[src/rtl/core/sfau_pkg.sv]
// Shared types, constants and helpers for the single-precision arithmetic unit.
// No dependencies; every file of the unit imports this package.
package sfau_pkg;

  localparam int FRAC_W    = 23;
  localparam int MANT_W    = 24;
  localparam int EXP_W     = 11;
  localparam int PROD_W    = 48;
  localparam int NUM_W     = 47;
  localparam int DIV_STEPS = 47;
  localparam int NST       = DIV_STEPS + 2;

  typedef enum logic [1:0] {
    OP_ADD = 2'd0,
    OP_SUB = 2'd1,
    OP_MUL = 2'd2,
    OP_DIV = 2'd3
  } op_t;

  // One pipeline word: control, add/mul datapath and divider datapath
  typedef struct packed {
    logic                     vld;
    op_t                      op;
    logic                     sa;
    logic                     sb;
    logic                     sg;
    logic signed [EXP_W-1:0]  ex;
    logic [MANT_W-1:0]        xa;
    logic [MANT_W-1:0]        xb;
    logic [PROD_W-1:0]        am;
    logic                     zr;
    logic [FRAC_W-1:0]        frac;
    logic [31:0]              res;
    logic                     dz;
    logic [NUM_W-1:0]         num;
    logic [NUM_W-1:0]         quo;
    logic [MANT_W-1:0]        rem;
    logic [MANT_W-1:0]        dvsr;
  } pipe_t;

  // Count shifts needed to bring the leading one up to bit 23
  function automatic logic [4:0] lead_zeros(logic [MANT_W-1:0] v);
    logic [4:0] n;
    n = 5'd0;
    for (int i = 0; i < MANT_W; i++) begin
      if (v[i]) n = 5'(MANT_W - 1 - i);
    end
    return n;
  endfunction

  // Clamp the biased exponent to 1..254 and assemble the word
  function automatic logic [31:0] pack_word(logic s, logic signed [EXP_W-1:0] e,
                                            logic [FRAC_W-1:0] f);
    logic [7:0] e8;
    if (e > 11'sd254) e8 = 8'd254;
    else if (e < 11'sd1) e8 = 8'd1;
    else e8 = e[7:0];
    return {s, e8, f};
  endfunction

endpackage

[src/rtl/core/sfau_div_step.sv]
// One restoring division step: shift in a dividend bit, compare, subtract.
// Depends on sfau_pkg for mantissa widths.
module sfau_div_step
  import sfau_pkg::*;
(
  input  logic [MANT_W-1:0] rem_i,
  input  logic              bit_i,
  input  logic [MANT_W-1:0] dvsr_i,
  output logic [MANT_W-1:0] rem_o,
  output logic              q_o
);

  logic [MANT_W:0] trial;

  // Subtract the divisor when the partial remainder reaches it
  always_comb begin
    trial = {rem_i, bit_i};
    if (trial >= {1'b0, dvsr_i}) begin
      q_o   = 1'b1;
      rem_o = MANT_W'(trial - {1'b0, dvsr_i});
    end else begin
      q_o   = 1'b0;
      rem_o = trial[MANT_W-1:0];
    end
  end

endmodule

[config.mk]
export PLATFORM = sky130hd
export DESIGN_NAME = sfau_div_step
export DESIGN_NICKNAME = d
export VERILOG_FILES = /design/src/rtl/core/sfau_pkg.sv /design/src/rtl/core/sfau_div_step.sv
export SDC_FILE = /design/constraint.sdc
export NUM_CORES = 1
export LEC_CHECK = 0
export BUFFER_PORTS_ARGS = -buffer_cell sky130_fd_sc_hd__buf_2
export CAP_MARGIN = 20
export CORE_MARGIN = 10
export CORE_UTILIZATION = 55
export DETAILED_ROUTE_END_ITERATION = 7
export GPL_ROUTABILITY_DRIVEN = 0
export GPL_TIMING_DRIVEN = 1
export PLACE_DENSITY = 0.9
export SLEW_MARGIN = 30
export SYNTH_ARGS = -nofsm -noshare
export SYNTH_HDL_FRONTEND = slang
export SYNTH_SLANG_ARGS = --single-unit
[constraint.sdc]
create_clock -name vclk -period 5.7
set_input_delay 0.57 -clock vclk [all_inputs]
set_output_delay 0.57 -clock vclk [all_outputs]
set_load 0.02 [all_outputs]
==> results.sh, run 1 <==
export IMPL_final_setup_worst_slack_ns=1.67
export IMPL_yosys_warnings=0
export IMPL_worst_path_max_fanout=28
export IMPL_slowest_delay_ns=0.57
export IMPL_regArea_sq_um=0
export IMPL_crit_family="compound AO/OA/AOI/OAI gates"
export IMPL_crit_chain="buf_2 -> ha_1 -> and3_4 -> nor3b_1 -> a311o_1 -> a311oi_1 -> a21boi_4 -> buf_4 -> a211oi_1 -> a21o_1 -> buf_2"
export IMPL_num_clock_buffers=0
export IMPL_whs_ns=1.47
export IMPL_placed_cell_area_sq_um=2080
export IMPL_path_buf_inv=3
export IMPL_grt_max_degree=29
export IMPL_ir_worst_vdd_mv=0.0750
export IMPL_drt_pass1_iter_count=4
export IMPL_crit_type="input port to output pin"
export IMPL_crit_path_frequent_cell="buf_2"
export IMPL_num_vias=1985
export IMPL_synthToLayoutAreaGrowth_pct=20.3
export IMPL_power_mw=0.297
export IMPL_startpoint_type="input port"
export IMPL_finalWirelength_mm=4.78
export IMPL_postSynthAreaPerCell_sq_um=6.87
export IMPL_cpMaxStageDelayCell="a21boi_4"
export IMPL_cp_arrival_ns=3.46
export IMPL_syn_num_nets=326
export IMPL_hp_start="rem_i[21]"
export IMPL_ctsHoldBuffers=0
export IMPL_hpwlAfterDp_mm=4.20
export IMPL_rsz0062_at_grt="false"
export IMPL_maxSlewHeadroom_pct=59.8
export IMPL_fin_crit_sh_pct=70.8
export IMPL_ios=74
export IMPL_die_area_sq_um=5790
export IMPL_p_per_area_nw_per_um2=142
export IMPL_drv_slew=0
export IMPL_fill_cells=285
export IMPL_crit_required_ns=5.13
export IMPL_setup_tns_ns=0
export IMPL_initial_core_util_pct=57.2
export IMPL_grt_pass1_wl_mm=8.28
export IMPL_setup_viol=0
export IMPL_period_needed_ns=4.03
export IMPL_finalHoldViolCount=0
export IMPL_min_path_type="input port to output pin"
export IMPL_viasPerCell=5.47
export IMPL_die_h_microns=76.1
export IMPL_grt_pass1_vias=2017
export IMPL_portBuffers=74
export IMPL_grt_total_usage_pct=15.2
export IMPL_dp_cells=363
export IMPL_drive_gt1_share_pct=30.4
export IMPL_leakagePower_nw=1.12
export IMPL_die_x_microns=76.1
export IMPL_outcome="completed"
export IMPL_synth_cell_types=54
export IMPL_synth_largest_area_cell="ha_1"
export IMPL_grt_overflow=0
export IMPL_worst_pin_slew_ns=0.602
export IMPL_diodes=0
export IMPL_netlist_area_sq_um=1730
export IMPL_yosys_area_top_type_share_pct=17.3
export IMPL_final_core_util_pct=68.8
export IMPL_ctsResizeCount=0
export IMPL_fin_area_sq_um=2080
export IMPL_wl_per_cell_microns=13.2
export IMPL_drc=0
export IMPL_core_sq_um=3030
export IMPL_cts_setup_buffers=0
export IMPL_pre_cts_ws_ns=1.63
export IMPL_nNetsFinal=395
export IMPL_cp_end_kind="output pin"
export IMPL_synthCells=252
export IMPL_synthTopCellsByArea="ha_1, nand2_1, inv_1"
export IMPL_postRouteAntennaNets=0
export IMPL_maxCapViolCount=0
export IMPL_cp_startpoint="rem_i[19]"
export IMPL_rows=20
export IMPL_antenna_found_initial=0
export IMPL_drt_iter0_drc=132
export IMPL_fmax_ghz=0.248
export IMPL_seq_cell_count=0
export IMPL_final_cells=363
export IMPL_seq_area_frac_synth_pct=0
cell usage in the layout, fill, tap and decap left out, types with 2 or more instances in the layout:
| master | instances |
|---|---|
| a21oi_1 | 14 |
| o21a_1 | 7 |
| ha_1 | 24 |
| a21o_1 | 9 |
| o2bb2ai_1 | 2 |
| o21ai_0 | 17 |
| a21o_2 | 2 |
| inv_1 | 28 |
| nand2_1 | 41 |
| o31ai_1 | 5 |
| o21ai_2 | 9 |
| o41ai_1 | 3 |
| a311oi_1 | 2 |
| nor3_1 | 8 |
| buf_2 | 74 |
| and3_1 | 3 |
| a211oi_1 | 4 |
| nor2b_1 | 2 |
| xor2_1 | 8 |
| o31a_1 | 2 |
| mux2i_1 | 2 |
| xnor2_1 | 7 |
| a21oi_2 | 2 |
| nor2_1 | 15 |
| nand3_1 | 3 |
logic make-up (layout without fill, tap and decap cells):
group           count (synthesis)  in the layout  share of synthesized area (%)
buf+inv                        36            103                           11.2
compound gates                 92             92                           39.7
xor+xnor                       15             15                           7.59
fa+ha+maj                      25             25                           18.5
mux                             2              2                           1.16
simple gates                   82             82                           21.8
cells in the mapped netlist, types with 3 or more instances:
| cell | number |
|---|---|
| nand2_1 | 41 |
| inv_1 | 28 |
| ha_1 | 24 |
| o21ai_0 | 17 |
| nor2_1 | 15 |
| a21oi_1 | 14 |
| a21o_1 | 9 |
| o21ai_2 | 9 |
| nor3_1 | 8 |
| xor2_1 | 8 |
| o21a_1 | 7 |
| xnor2_1 | 7 |
| o31ai_1 | 5 |
| a211oi_1 | 4 |
| and3_1 | 3 |
| buf_6 | 3 |
| nand3_1 | 3 |
| o41ai_1 | 3 |
final timing paths:
kind	end	slack, ns	cells past startpoint
worst max-delay path	rem_o[5]	1.67	11
worst min-delay path	rem_o[22]	1.47	4
final cells by class:
cell class	count	area [sq um]	area share, %
tap	44	55.1	2.64
inverter	28	105	5.05
timing repair buffer	75	378	18.1
multi-input combinational	216	1550	74.2
worst min-delay path, cell delays in order:
cell,delay (ns)
buf_2,0.09
nand2_1,0.04
o41ai_1,0.05
buf_2,0.16
routing by layer:
metal | vias to the layer above | GRT usage, % | share of wire, %
met5 | - | 0 | 0
met4 | 0 | 1.30 | 0.29
met3 | 2 | 3.42 | 6.8
met2 | 65 | 27.7 | 46
met1 | 872 | 18.2 | 47
li1 | 1046 | - | -
where the power goes:
| group | switching (mW) | internal (mW) |
|---|---|---|
| sequential | 0 | 0 |
| combinational | 0.178 | 0.119 |
| clock | 0 | 0 |
| total | 0.178 | 0.119 |
No activity file was read; power rests on OpenSTA's default activity.
==> run 2, diff against run 1 <==
Settings changed: CORE_UTILIZATION 55 to 51, PLACE_DENSITY 0.9 to 0.85.
Clock period 5.7 ns to 3.8 ns, I/O delays scaled along.
==> run 2 against run 1 <==
Cell count grew 0.83%. Core utilization fell by 5.2 points. First-iteration DRC count decreased by 42%. Cell area is 1.1% higher. Combinational power increased by 52%. Global-route usage decreased by 0.52 points. Via count increased by 2.5%. Sequential cell count did not move. Critical path type unchanged. Critical endpoint unchanged. Largest cell class unchanged.
==> results.sh, run 2 (synthesized netlist as in run 1, its figures left out) <==
export IMPL_final_cell_mix="buf_2, nand2_1, inv_1"
export IMPL_cp_end_kind="output pin"
export IMPL_clkPwrFrac_pct=0
export IMPL_worst_pin_slew_ns=0.680
export IMPL_worst_path_max_fanout=38
export IMPL_whs_ns=1.09
export IMPL_initial_core_util_pct=52.3
export IMPL_drt_iter0_drc=76
export IMPL_min_path_type="input port to output pin"
export IMPL_seq_cell_count=0
export IMPL_leakagePower_nw=1.13
export IMPL_grt_max_degree=39
export IMPL_pre_cts_ws_ns=0.511
export IMPL_synthToLayoutAreaGrowth_pct=21.6
export IMPL_ctsResizeCount=0
export IMPL_finalHoldViolCount=0
export IMPL_finalWirelength_mm=4.88
export IMPL_drc=0
export IMPL_crit_required_ns=3.42
export IMPL_outcome="completed"
export IMPL_final_setup_worst_slack_ns=0.511
export IMPL_portBuffers=74
export IMPL_ios=74
export IMPL_antenna_found_initial=0
export IMPL_die_h_microns=78.3
export IMPL_period_needed_ns=3.29
export IMPL_rows=21
export IMPL_viasPerCell=5.56
export IMPL_diodes=0
export IMPL_p_int_mw=0.183
export IMPL_grt_overflow=0
export IMPL_cpMaxStageDelayCell="a21boi_4"
export IMPL_fmax_ghz=0.304
export IMPL_crit_type="input port to output pin"
export IMPL_setup_tns_ns=0
export IMPL_mostFrequentLayoutCell="buf_2"
export IMPL_fill_cells=324
export IMPL_p_seq_share_pct=0
export IMPL_p_per_area_nw_per_um2=214
export IMPL_rsz0062_at_grt="false"
export IMPL_setup_viol=0
export IMPL_power_mw=0.451
export IMPL_slowest_delay_ns=0.40
export IMPL_path_buf_inv=3
export IMPL_swShare_pct=59.3
export IMPL_p_comb_share_pct=100.0
export IMPL_num_clock_buffers=0
export IMPL_final_core_util_pct=63.6
export IMPL_maxSlewHeadroom_pct=54.6
export IMPL_core_sq_um=3310
export IMPL_crit_family="compound AO/OA/AOI/OAI gates"
export IMPL_grt_pass1_vias=1993
export IMPL_die_x_microns=78.3
export IMPL_cp_arrival_ns=2.91
export IMPL_crit_path_frequent_cell="buf_2"
export IMPL_die_area_sq_um=6130
export IMPL_startpoint_type="input port"
export IMPL_ir_worst_vdd_mv=0.0957
export IMPL_drt_pass1_iter_count=4
export IMPL_wl_per_cell_microns=13.3
export IMPL_cts_setup_buffers=0
export IMPL_crit_chain="buf_2 -> ha_1 -> and3_4 -> nor3b_1 -> a311o_1 -> a311oi_1 -> a21boi_4 -> buf_12 -> a211oi_1 -> a21o_1 -> buf_2"
export IMPL_cp_startpoint="rem_i[19]"
export IMPL_hpwlAfterDp_mm=4.23
export IMPL_fin_crit_sh_pct=86.6
export IMPL_regArea_sq_um=0
export IMPL_postRouteAntennaNets=0
export IMPL_drive_gt1_share_pct=30.6
export IMPL_num_vias=2034
export IMPL_power_switching_mw=0.268
export IMPL_nNetsFinal=396
export IMPL_grt_total_usage_pct=14.7
export IMPL_drv_slew=0
export IMPL_ctsHoldBuffers=0
export IMPL_hp_start="rem_i[21]"
export IMPL_maxCapViolCount=0
export IMPL_grt_pass1_wl_mm=8.23
## run 2: routing by layer
metal  part of all wire, %  track usage, %  vias to the layer above
li1                      -               -                     1053
met1                    43            16.9                      919
met2                    47            27.0                       62
met3                   9.9            4.56                        0
met4                     0            1.08                        0
met5                     0               0                        -
## run 2: area by class of cell
type | instances | area, sq um | area share, %
tap | 46 | 57.6 | 2.73
timing repair buffer | 76 | 398 | 18.9
inverter | 28 | 105 | 4.99
multi-input combinational | 216 | 1550 | 73.4
## run 2: power groups by stage
stage / Combinational [mW] / Clock (mW) / Sequential (mW)
2_1_floorplan: 0.335 / 0 / 0
3_3_place_gp: 0.440 / 0 / 0
3_5_place_dp: 0.451 / 0 / 0
4_1_cts: 0.452 / 0 / 0
5_1_grt: 0.496 / 0 / 0
6_report: 0.451 / 0 / 0
## run 2: final timing paths
check	endpoint	cells past startpoint	slack [ns]
max	rem_o[5]	11	0.51
min	rem_o[22]	4	1.09
## run 2: through the flow
stage          std cells  area, sq um
5_1_grt              366         2110
3_5_place_dp         366         2110
4_1_cts              366         2110
3_3_place_gp         366         2110
2_1_floorplan        252         1730
6_report             366         2110
